File: src/packet_crc16_kermit_check_assert.svh
// assertion macros shared by the checker block
`ifndef PACKET_CRC16_KERMIT_CHECK_ASSERT_SVH
`define PACKET_CRC16_KERMIT_CHECK_ASSERT_SVH

// same-cycle implication, disabled while in reset
`define CRC16K_ASSERT_IMP(lbl, clk, rst_n, ante, cons) \
	lbl: assert property (@(posedge clk) disable iff (!rst_n) (ante) |-> (cons)) \
		else $error("crc16k check failed");

// next-cycle implication, disabled while in reset
`define CRC16K_ASSERT_NXT(lbl, clk, rst_n, ante, cons) \
	lbl: assert property (@(posedge clk) disable iff (!rst_n) (ante) |=> (cons)) \
		else $error("crc16k check failed");

`endif

File: src/crc16k_pkg.sv
package crc16k_pkg;

	// one incoming byte
	typedef struct packed {
		logic [7:0] data_byte;
		logic       packet_start;
	} in_item_t;

	// result codes
	typedef enum logic [1:0] {
		ST_OK   = 2'd0,
		ST_BAD  = 2'd1,
		ST_TYPE = 2'd2
	} status_t;

	// one result
	typedef struct packed {
		status_t     status;
		logic [15:0] computed_crc;
		logic [15:0] received_crc;
		logic [11:0] length_field;
	} res_item_t;

	// packet parse phase
	typedef enum logic [1:0] {
		PH_IDLE  = 2'd0,
		PH_BODY  = 2'd1,
		PH_CRCLO = 2'd2,
		PH_CRCHI = 2'd3
	} phase_t;

	localparam logic [15:0] HI_NIB_TAB [16] = '{
		16'h0000, 16'h1081, 16'h2102, 16'h3183, 16'h4204, 16'h5285, 16'h6306, 16'h7387,
		16'h8408, 16'h9489, 16'hA50A, 16'hB58B, 16'hC60C, 16'hD68D, 16'hE70E, 16'hF78F
	};

	localparam logic [15:0] LO_NIB_TAB [16] = '{
		16'h0000, 16'h1189, 16'h2312, 16'h329B, 16'h4624, 16'h57AD, 16'h6536, 16'h74BF,
		16'h8C48, 16'h9DC1, 16'hAF5A, 16'hBED3, 16'hCA6C, 16'hDBE5, 16'hE97E, 16'hF8F7
	};

	// reflected crc-16 (poly 0x8408) update by one byte, two nibble tables
	function automatic logic [15:0] crc_byte(input logic [15:0] crc, input logic [7:0] b);
		logic [7:0] c;
		c = crc[7:0] ^ b;
		return {8'h00, crc[15:8]} ^ HI_NIB_TAB[c[7:4]] ^ LO_NIB_TAB[c[3:0]];
	endfunction

endpackage

File: src/crc16k_chan_if.sv
interface crc16k_chan_if #(
	parameter type T = logic
);
	logic valid;
	logic ready;
	T     data;

	modport source (output valid, output data, input ready);
	modport sink (input valid, input data, output ready);
endinterface

File: src/packet_crc16_kermit_check.sv
// Byte-stream mini-packet checker with a reflected CRC-16 (poly 0x8408, init 0).
// pkt_in: one transaction per packet byte; packet_start flags byte 0, whose high
//   nibble is the type and low nibble length bits 11..8; byte 1 is length 7..0.
// res_out: one transaction per packet: ok or bad CRC after the second CRC byte,
//   or wrong type right after a header whose type differs from expected_type.
// cfg: 4-bit expected_type write, always ready; write it only while idle.
// Throughput: one byte per cycle while no res_out stall holds the result register;
//   the CRC byte update is combinational between the input and result registers.
// Path: an accepted byte goes through the input register, then its result through the result register to res_out.
// Receiver stall: the result register holds; at most one more byte is taken
//   into the input register, after which pkt_in.ready drops until res_out drains.
// Reset: clears the parse state to idle, expected_type to 0 and both valids.
`include "packet_crc16_kermit_check_assert.svh"

module packet_crc16_kermit_check (
	input  logic          clk,
	input  logic          arst_n,
	crc16k_chan_if.sink   pkt_in,
	crc16k_chan_if.sink   cfg,
	crc16k_chan_if.source res_out
);

	logic                 valid_s1;
	logic                 advance;
	crc16k_pkg::in_item_t item_s1;

	// input register
	crc16k_in_reg u_in_reg (
		.clk      (clk),
		.arst_n   (arst_n),
		.pkt_in   (pkt_in),
		.advance  (advance),
		.valid_s1 (valid_s1),
		.item_s1  (item_s1)
	);

	// parser, crc and result register
	crc16k_core u_core (
		.clk      (clk),
		.arst_n   (arst_n),
		.cfg      (cfg),
		.valid_s1 (valid_s1),
		.item_s1  (item_s1),
		.advance  (advance),
		.res_out  (res_out)
	);

	// wrong type carries all-zero fields
	`CRC16K_ASSERT_IMP(a_type_zero, clk, arst_n,
		res_out.valid && res_out.data.status == crc16k_pkg::ST_TYPE,
		res_out.data.computed_crc == 16'h0 && res_out.data.received_crc == 16'h0
			&& res_out.data.length_field == 12'h0)
	// ok means the two crcs agree
	`CRC16K_ASSERT_IMP(a_ok_match, clk, arst_n,
		res_out.valid && res_out.data.status == crc16k_pkg::ST_OK,
		res_out.data.computed_crc == res_out.data.received_crc)
	// bad means they differ
	`CRC16K_ASSERT_IMP(a_bad_diff, clk, arst_n,
		res_out.valid && res_out.data.status == crc16k_pkg::ST_BAD,
		res_out.data.computed_crc != res_out.data.received_crc)
	// a byte held in the input register with a free result slot drains next cycle
	`CRC16K_ASSERT_NXT(a_drain, clk, arst_n,
		valid_s1 && !res_out.valid && !pkt_in.valid,
		!valid_s1)

endmodule

File: src/crc16k_in_reg.sv
module crc16k_in_reg (
	input  logic                 clk,
	input  logic                 arst_n,
	crc16k_chan_if.sink          pkt_in,
	input  logic                 advance,
	output logic                 valid_s1,
	output crc16k_pkg::in_item_t item_s1
);

	logic                 vld_s1;
	crc16k_pkg::in_item_t itm_s1;

	// take a new transaction whenever the stage is empty or drains this cycle
	assign pkt_in.ready = !vld_s1 || advance;

	// valid bit
	always_ff @(posedge clk or negedge arst_n) begin
		if (!arst_n) begin
			vld_s1 <= 1'b0;
		end else if (pkt_in.ready) begin
			vld_s1 <= pkt_in.valid;
		end
	end

	// payload
	always_ff @(posedge clk) begin
		if (pkt_in.ready && pkt_in.valid) begin
			itm_s1 <= pkt_in.data;
		end
	end

	assign valid_s1 = vld_s1;
	assign item_s1  = itm_s1;

endmodule

File: src/crc16k_core.sv
module crc16k_core (
	input  logic                 clk,
	input  logic                 arst_n,
	crc16k_chan_if.sink          cfg,
	input  logic                 valid_s1,
	input  crc16k_pkg::in_item_t item_s1,
	output logic                 advance,
	crc16k_chan_if.source        res_out
);

	logic [3:0]            exp_type_q;
	crc16k_pkg::phase_t    phase_q, phase_n;
	logic [15:0]           crc_q, crc_n;
	logic [12:0]           pos_q, pos_n;
	logic [11:0]           len_q, len_n;
	logic [7:0]            crc_lo_q, crc_lo_n;
	logic                  out_valid_q;
	crc16k_pkg::res_item_t out_item_q;

	logic                  type_ok;
	logic                  at_len_byte;
	logic [11:0]           len_v;
	logic                  res_fire;
	crc16k_pkg::res_item_t res;
	logic [15:0]           recv;
	logic [7:0]            b;

	// config register, always ready
	assign cfg.ready = 1'b1;

	always_ff @(posedge clk or negedge arst_n) begin
		if (!arst_n) begin
			exp_type_q <= '0;
		end else if (cfg.valid) begin
			exp_type_q <= cfg.data;
		end
	end

	// stage moves when the result register is free or being emptied
	assign advance = valid_s1 && (!out_valid_q || res_out.ready);

	// shared decode
	assign b           = item_s1.data_byte;
	assign type_ok     = (b[7:4] == exp_type_q);
	assign at_len_byte = (pos_q == 13'd1);
	assign len_v       = at_len_byte ? {len_q[11:8], b} : len_q;
	assign recv        = {b, crc_lo_q};

	// next phase
	always_comb begin
		phase_n = phase_q;
		if (item_s1.packet_start) begin
			phase_n = type_ok ? crc16k_pkg::PH_BODY : crc16k_pkg::PH_IDLE;
		end else begin
			unique case (phase_q)
				crc16k_pkg::PH_BODY: begin
					if (at_len_byte && len_v == 12'd0) begin
						phase_n = crc16k_pkg::PH_CRCHI;
					end else if (pos_q >= {1'b0, len_v}) begin
						phase_n = crc16k_pkg::PH_CRCLO;
					end
				end
				crc16k_pkg::PH_CRCLO: phase_n = crc16k_pkg::PH_CRCHI;
				crc16k_pkg::PH_CRCHI: phase_n = crc16k_pkg::PH_IDLE;
				default:              phase_n = crc16k_pkg::PH_IDLE;
			endcase
		end
	end

	// datapath and result
	always_comb begin
		crc_n    = crc_q;
		pos_n    = pos_q;
		len_n    = len_q;
		crc_lo_n = crc_lo_q;
		res_fire = 1'b0;
		res      = '0;
		if (item_s1.packet_start) begin
			crc_n    = '0;
			pos_n    = '0;
			len_n    = '0;
			crc_lo_n = '0;
			if (!type_ok) begin
				res_fire   = 1'b1;
				res.status = crc16k_pkg::ST_TYPE;
			end else begin
				crc_n = crc16k_pkg::crc_byte(16'h0000, b);
				len_n = {b[3:0], 8'h00};
				pos_n = 13'd1;
			end
		end else begin
			unique case (phase_q)
				crc16k_pkg::PH_BODY: begin
					len_n = len_v;
					if (at_len_byte && len_v == 12'd0) begin
						// zero length: this byte doubles as the crc low byte
						crc_lo_n = b;
					end else begin
						crc_n = crc16k_pkg::crc_byte(crc_q, b);
						if (pos_q < {1'b0, len_v}) begin
							pos_n = pos_q + 13'd1;
						end
					end
				end
				crc16k_pkg::PH_CRCLO: crc_lo_n = b;
				crc16k_pkg::PH_CRCHI: begin
					res_fire         = 1'b1;
					res.status       = (crc_q == recv) ? crc16k_pkg::ST_OK
					                                   : crc16k_pkg::ST_BAD;
					res.computed_crc = crc_q;
					res.received_crc = recv;
					res.length_field = len_q;
				end
				default: ;
			endcase
		end
	end

	// parse state
	always_ff @(posedge clk or negedge arst_n) begin
		if (!arst_n) begin
			phase_q  <= crc16k_pkg::PH_IDLE;
			crc_q    <= '0;
			pos_q    <= '0;
			len_q    <= '0;
			crc_lo_q <= '0;
		end else if (advance) begin
			phase_q  <= phase_n;
			crc_q    <= crc_n;
			pos_q    <= pos_n;
			len_q    <= len_n;
			crc_lo_q <= crc_lo_n;
		end
	end

	// result register valid
	always_ff @(posedge clk or negedge arst_n) begin
		if (!arst_n) begin
			out_valid_q <= 1'b0;
		end else if (advance && res_fire) begin
			out_valid_q <= 1'b1;
		end else if (res_out.ready) begin
			out_valid_q <= 1'b0;
		end
	end

	// result register payload
	always_ff @(posedge clk) begin
		if (advance && res_fire) begin
			out_item_q <= res;
		end
	end

	assign res_out.valid = out_valid_q;
	assign res_out.data  = out_item_q;

endmodule

File: src/flat_wrapper.sv
// flat-port wrapper written by rule: the top's interface ports become plain ports
module packet_crc16_kermit_check_flat 
  (clk, arst_n, pkt_in_valid, pkt_in_data, pkt_in_ready, cfg_valid, cfg_data, cfg_ready, res_out_valid, res_out_data, res_out_ready);
  crc16k_chan_if #(.T(crc16k_pkg::in_item_t)) pkt_in_i ();
  crc16k_chan_if #(.T(logic [3:0])) cfg_i ();
  crc16k_chan_if #(.T(crc16k_pkg::res_item_t)) res_out_i ();
  input  logic clk;
  input  logic arst_n;
  input wire logic [$bits(pkt_in_i.valid)-1:0] pkt_in_valid;
  input wire logic [$bits(pkt_in_i.data)-1:0] pkt_in_data;
  output wire logic [$bits(pkt_in_i.ready)-1:0] pkt_in_ready;
  input wire logic [$bits(cfg_i.valid)-1:0] cfg_valid;
  input wire logic [$bits(cfg_i.data)-1:0] cfg_data;
  output wire logic [$bits(cfg_i.ready)-1:0] cfg_ready;
  output wire logic [$bits(res_out_i.valid)-1:0] res_out_valid;
  output wire logic [$bits(res_out_i.data)-1:0] res_out_data;
  input wire logic [$bits(res_out_i.ready)-1:0] res_out_ready;
  assign pkt_in_i.valid = pkt_in_valid;
  assign pkt_in_i.data = pkt_in_data;
  assign pkt_in_ready = pkt_in_i.ready;
  assign cfg_i.valid = cfg_valid;
  assign cfg_i.data = cfg_data;
  assign cfg_ready = cfg_i.ready;
  assign res_out_valid = res_out_i.valid;
  assign res_out_data = res_out_i.data;
  assign res_out_i.ready = res_out_ready;
  packet_crc16_kermit_check u_core (.clk(clk), .arst_n(arst_n), .pkt_in(pkt_in_i), .cfg(cfg_i), .res_out(res_out_i));
endmodule
File: config.mk
export PLATFORM = sky130hd
export DESIGN_NAME = packet_crc16_kermit_check_flat
export DESIGN_NICKNAME = d
export VERILOG_FILES = /design/src/crc16k_pkg.sv /design/src/crc16k_chan_if.sv /design/src/packet_crc16_kermit_check.sv /design/src/crc16k_in_reg.sv /design/src/crc16k_core.sv /design/src/flat_wrapper.sv
export VERILOG_INCLUDE_DIRS = /design/src /design/src/src
export SDC_FILE = /design/constraint.sdc
export NUM_CORES = 1
export LEC_CHECK = 0
export ABC_AREA = 1
export BUFFER_PORTS_ARGS = -buffer_cell sky130_fd_sc_hd__buf_2
export CAP_MARGIN = 30
export CORE_ASPECT_RATIO = 1.1
export CORE_UTILIZATION = 53
export DETAILED_ROUTE_END_ITERATION = 8
export PLACE_DENSITY = 0.76
export SLEW_MARGIN = 20
export SYNTH_ARGS = -nofsm -noshare
export SYNTH_HDL_FRONTEND = slang
export SYNTH_SLANG_ARGS = --single-unit
File: constraint.sdc
create_clock -name clk -period 3.7 [get_ports clk]
set_input_delay 0.37 -clock clk [delete_from_list [all_inputs] [get_ports clk]]
set_output_delay 0.37 -clock clk [all_outputs]
set_load 0.02 [all_outputs]
# == Yosys cells after proc, flatten, opt, wreduce, memory -nomap -nowiden ==
# Memory sizes are Yosys's and may differ from the RTL's.
# Index checks and enable logic that the tools add are counted.
# totals
ff_bits,112
n_memories,4
romBits,1024
elab_cells,100
# op_classes
reduce_logical,19
eq_ne,9
add_sub_neg,1
bitwise_logic,9
n_mux,38
order_cmp,6
# mem_list
name,depth,width,read_ports,rd_clocked_by_memory_dff,write_ports,line_no,rtl
(name not given),16,16,1,0,0,crc16k_pkg.sv:46,"return {8'h00, crc[15:8]} ^ HI_NIB_TAB[c[7:4]] ^ LO_NIB_TAB[c[3:0]];"
(name not given),16,16,1,0,0,crc16k_pkg.sv:46,
(name not given),16,16,1,0,0,crc16k_pkg.sv:46,
(name not given),16,16,1,0,0,crc16k_pkg.sv:46,
# op_table
cell,n
16-bit 2-to-1 mux,12
13-bit 2-to-1 mux,4
45-bit 2-to-1 mux,1
12-bit 2-to-1 mux,3
16-bit bitwise XOR,2
8-bit 2-to-1 mux,3
"5-bit greater-or-equal comparator, second input constant",4
4-bit NOT with 5-bit output,4
16-bit equality test,1
8-bit one-hot mux with 2 select lines,1
8-bit by 16-bit bitwise XOR with 16-bit output,1
"13-bit by 1-bit adder with 13-bit output, second input constant",1
"13-bit by 1-bit equality test with 1-bit output, second input constant",1
13-bit by 12-bit greater-or-equal comparator with 1-bit output,1
13-bit by 12-bit < comparator with 1-bit output,1
12-bit logical NOT,1
2-bit 2-to-1 mux,5
1-bit 2-to-1 mux,8
8-bit bitwise XOR,1
3-bit AND reduction,2
2-bit nonzero test,3
"2-bit equality test, second input constant",2
4-bit equality test,1
1-bit logical AND,4
12 further kinds,15

# == Depth between registers and ports, before layout ==
# logic_depth
ltp_word,10
depth_mapped,21

# == Hierarchy ==
# A second synthesis with hierarchy kept.
# unflattened
hier_cells,674
hier_area_um2,5890.6
# modules_own_cells
mod,seq_area_each_um2,cells_each,area_per_inst_um2,instances
crc16k_core,2782.7,659,5575.3,1
crc16k_in_reg,295.3,15,315.3,1

# == Least setup slack after synthesis ==
# Ideal clock, no wire load.
# synth_path
path_kind,flip-flop to flip-flop
startpoint,reg u_core.u_in_reg.itm_s1 (netlist bit u_core.u_in_reg.item_s1[7])
endpoint,reg u_core.u_core.out_item_q (netlist bit u_core.u_core.res_out.data[0]) (enable)
period_less_slack_ns,3.612
n_path_buf,1
setup_time_ns,0.450
arrival_time_ns,3.163
path_stages_with_launch,10
setup_slack_ns,0.088
path_cell_list,edfxtp_1 > clkbuf_1 > inv_1 > nor2_1 > nor3_1 > nand2_1 > nor2_1 > inv_1 > o21ai_0 > nor2_1
# synth_via
elab_chain_len,4
# synth_lines
element,line_no,rtl
"start, declared",crc16k_in_reg.sv:11,crc16k_pkg::in_item_t itm_s1;
"start signal, assigned",crc16k_in_reg.sv:28,itm_s1 <= pkt_in.data;
4-bit equality test,crc16k_core.sv:44,assign type_ok = (b[7:4] == exp_type_q);
1-bit 2-to-1 mux,crc16k_core.sv:83,if (!type_ok) begin
1-bit 2-to-1 mux,crc16k_core.sv:78,if (item_s1.packet_start) begin
1-bit logical AND,crc16k_core.sv:149,if (advance && res_fire) begin
"end signal, assigned",crc16k_core.sv:150,out_item_q <= res;
"end, declared",crc16k_core.sv:18,crc16k_pkg::res_item_t out_item_q;
# No other way between the ends.
# A chain may end at the register's enable or synchronous reset.

# == Worst setup path in the final report ==
# layout_path
startpoint,reg u_core.u_in_reg.itm_s1 (netlist bit u_core.u_in_reg.item_s1[7])
endpoint,reg u_core.u_core.out_item_q (netlist bit u_core.u_core.res_out.data[7]) (enable)
# Same word-level chain as after synthesis.

==> metrics.md <==
| Metric | Value |
|---|---|
| Final hold vios | 0 |
| Sequential area share after synthesis | 0.525 |
| Full die area | about 11000 µm² |
| Final Critical Period | 2880 ps |
| Final WL | ~13 mm |
| Post-CTS Resized | 0 |
| Most frequent cells in the layout | nand2_1, nor2_1, inv_1, buf_2, dfrtp_1 |
| Mapped Cells | 661 |
| Power Dens Cells | roughly 590 nW/µm² |
| Fillcell total | 918 |
| Detailed Route Iter0 Violations | 369 |
| Setup TNS Final | 0 ps |
| Via Count | approximately 4600 |
| Non-filler cells, final | ~860 |
| Max Freq | 347 MHz |
| GR Util met1 | 0.336 |
| Placed cell count | ~850 |
| Std-Cell Rows | 39 |
| Bufs on Longest Clock Path | 2 |
| Setup ws final | just over 800 ps |
| Synth warn | 0 |
| Share of cells above drive strength 1 | 0.160 |
| Pins Over Slew Limit | 0 |
| Clock root buffer | clkbuf_16 |
| Synth Area per Inst | 8.87 µm² |
| Met2 usage | 0.421 |
| Detail Route Antenna Nets | 0 |
| Global Route met3 Usage | 0.0504 |
| Setup crit start kind | flip-flop |
| GRT Util Overall | 0.256 |
| Worst slack at placement | 871 ps |
| Required time of the critical path | 3740 ps |
| Clock transition at path regs | 80 ps |
| Post-DR vias/cell | 5.37 |
| H-tree depth | 3 |
| Drc violations | 0 |
| Skew final | 9.17 ps |
| Syn_nets | 692 |
| CP Data Arrival Time | 2920 ps |
| Slew @ Worst Pin | ~890 ps |
| HP Class | in2async |
| Die width | between 100 and 150 µm |
| HPWL Detailed | ~9.6 mm |
| First-pass GRT wire length | approximately 22 mm |
| Mapped cell area | just under 6000 µm² |
| CP endpoint kind | flip-flop |
| Starting Density | 0.554 |
| I/O pin cnt | 67 |
| Slew HR | 0.406 |
| DIE HEIGHT | 112 µm |
| IO buf count | 65 |
| Largest net degree at the start of global routing | between 40 and 50 |
| CTS Hold Bufs | 0 |
| Unrepaired setup endpoints after global routing | false |
| Most used routing layer | met2 |
| Library cells used by synthesis | 39 |
| Final worst-path cycle share | 0.779 |
| VDD IR max | 287 µV |
| CTS sink cnt | 112 |
| Commonest non-fill, non-tap cell in the layout | nand2_1 |
| Crit Path Category | reg2reg |
| DR WL/cell | 15.4 µm |
| Finish-stage setup viols | 0 |
| Layout Nets | 745 |
| Worst skew pair latency | ~360 ps |
| Area Overhead vs Synth | 11.2% |
| CP max FO | 46 |
| CTS tree | built |
| Worst hold slack | 48.6 ps |
| Status | finished, final reports clean |
| DR pass1 iterations | 7 |
| Diode count | 0 |
| Setup repair bufs after CTS | 0 |
| Number of buffers created by CTS | 9 |
| Lkg Pwr | 2.97 nW |
| Synthesis-stage register bit count | 112 |
| Gr ovfl total | 0 |
| Initial antenna violation count | 0 |
| Core box area | 10600 µm² |
| Vias in the first global route | about 4500 |
| Gpl congestion | between 0.9 and 1 |
| Max-cap violations | 0 |
==> power by group <==
group | total [W] | switching [W] | internal, W
clock | 0.000912 | 0.000437 | 0.000475
combinational | 0.00133 | 0.000878 | 0.000450
sequential | 0.00162 | 0.000145 | 0.00148
==> metal layers <==
layer  wire (µm)  vias up
met5           0        -
met3         825       31
li1            -     2246
met2        6650      180
met4         301        0
met1        5520     2174
==> critical path, cell delays in order (launching register included) <==
cell	delay (ps)
edfxtp_1	550
inv_1	310
nor2_1	80
nor3_1	180
nand2_1	100
nor2_1	430
inv_1	300
o21ai_0	250
nor2_4	40
buf_4	290
==> logic make-up (layout without fill, tap and decap cells) <==
family / after synthesis / after routing / synth area share
AOI/OAI and AO/OA: 84 / 84 / 0.0805
xor gates and xnor gates: 40 / 40 / 0.0598
adders and majority gates: 13 / 13 / 0.0277
buffers and inverters: 105 / 163 / 0.0787
DFF: 112 / 112 / 0.525
muxes: 2 / 2 / 0.00384
other: 1 / 1 / 0.000640
and+or+nand+nor: 304 / 304 / 0.224
==> registers in the layout, summed over array words and instances, names as in the netlist, 2 cells and up <==
register and flops:
u_core.u_in_reg.item_s1 9, u_core.u_core.res_out.data 46, u_core.u_core.crc_q 16, u_core.u_core.pos_q 13, u_core.u_core.crc_lo_q 8, u_core.u_core.len_q 12, u_core.u_core.exp_type_q 4, u_core.u_core.phase_q 2
==> layout make-up <==
| type | instances | area, µm² | share of cell area |
|---|---|---|---|
| Clock buffer | 11 | 243 | 0.0372 |
| Timing Repair Buffer | 71 | 370 | 0.0568 |
| Multi-Input combinational cell | 444 | 2330 | 0.358 |
| Clock inverter | 5 | 31.3 | 0.00480 |
| Inverter | 76 | 285 | 0.0438 |
| Sequential cell | 112 | 3080 | 0.472 |
| Tap cell | 143 | 179 | 0.0275 |
==> through the flow <==
stage	total power, W	util	cell area, µm²
final	0.00386	0.616	6520
after global placement	0.00293	0.590	6240
after global routing	0.00412	0.616	6520
after detailed placement	0.00295	0.590	6240
after CTS	0.00386	0.616	6520
after floorplan	0.00267	-	5860
==> worst paths after layout <==
| check | start | endpoint | slack [ps] | cells past startpoint |
|---|---|---|---|---|
| max in group asynchronous | arst_n | u_core.u_core.crc_q[3] | 2800 | 2 |
| worst max register to register | u_core.u_in_reg.item_s1[7] | u_core.u_core.res_out.data[7] | 820 | 9 |
| worst max-delay path | u_core.u_in_reg.item_s1[7] | u_core.u_core.res_out.data[7] | 820 | 9 |
| worst min register to register | u_core.u_core.len_q[10] | u_core.u_core.len_q[10] | 520 | 2 |
| min in group clk | pkt_in_data[0] | u_core.u_in_reg.item_s1[0] | 180 | 1 |
| worst min-delay path | arst_n | u_core.u_core.pos_q[4] | 50 | 1 |
==> synth_stat cells (all sizes together) <==
master	count	area (µm²)
nand2	141	569
nor2	106	425
inv	74	278
dfrtp	57	1430
o21ai	56	284
edfxtp	55	1650
nand3	41	220
xor2	31	272
o22ai	16	100
buf	15	124
clkbuf	14	52.6
ha	13	163
xnor2	9	78.8
a21oi	5	32.5
nand4	4	25.0
nor3	4	20.0
nor4	4	25.0
a2111oi	2	17.5
a31oi	2	12.5
clkinv	2	7.51
mux2	2	22.5
nand3b	2	15.0
a41oi	1	8.76
and3	1	6.26
conb	1	3.75
o2111ai	1	8.76
o21bai	1	7.51
or2	1	6.26
Power figures use the tool's default switching activity.
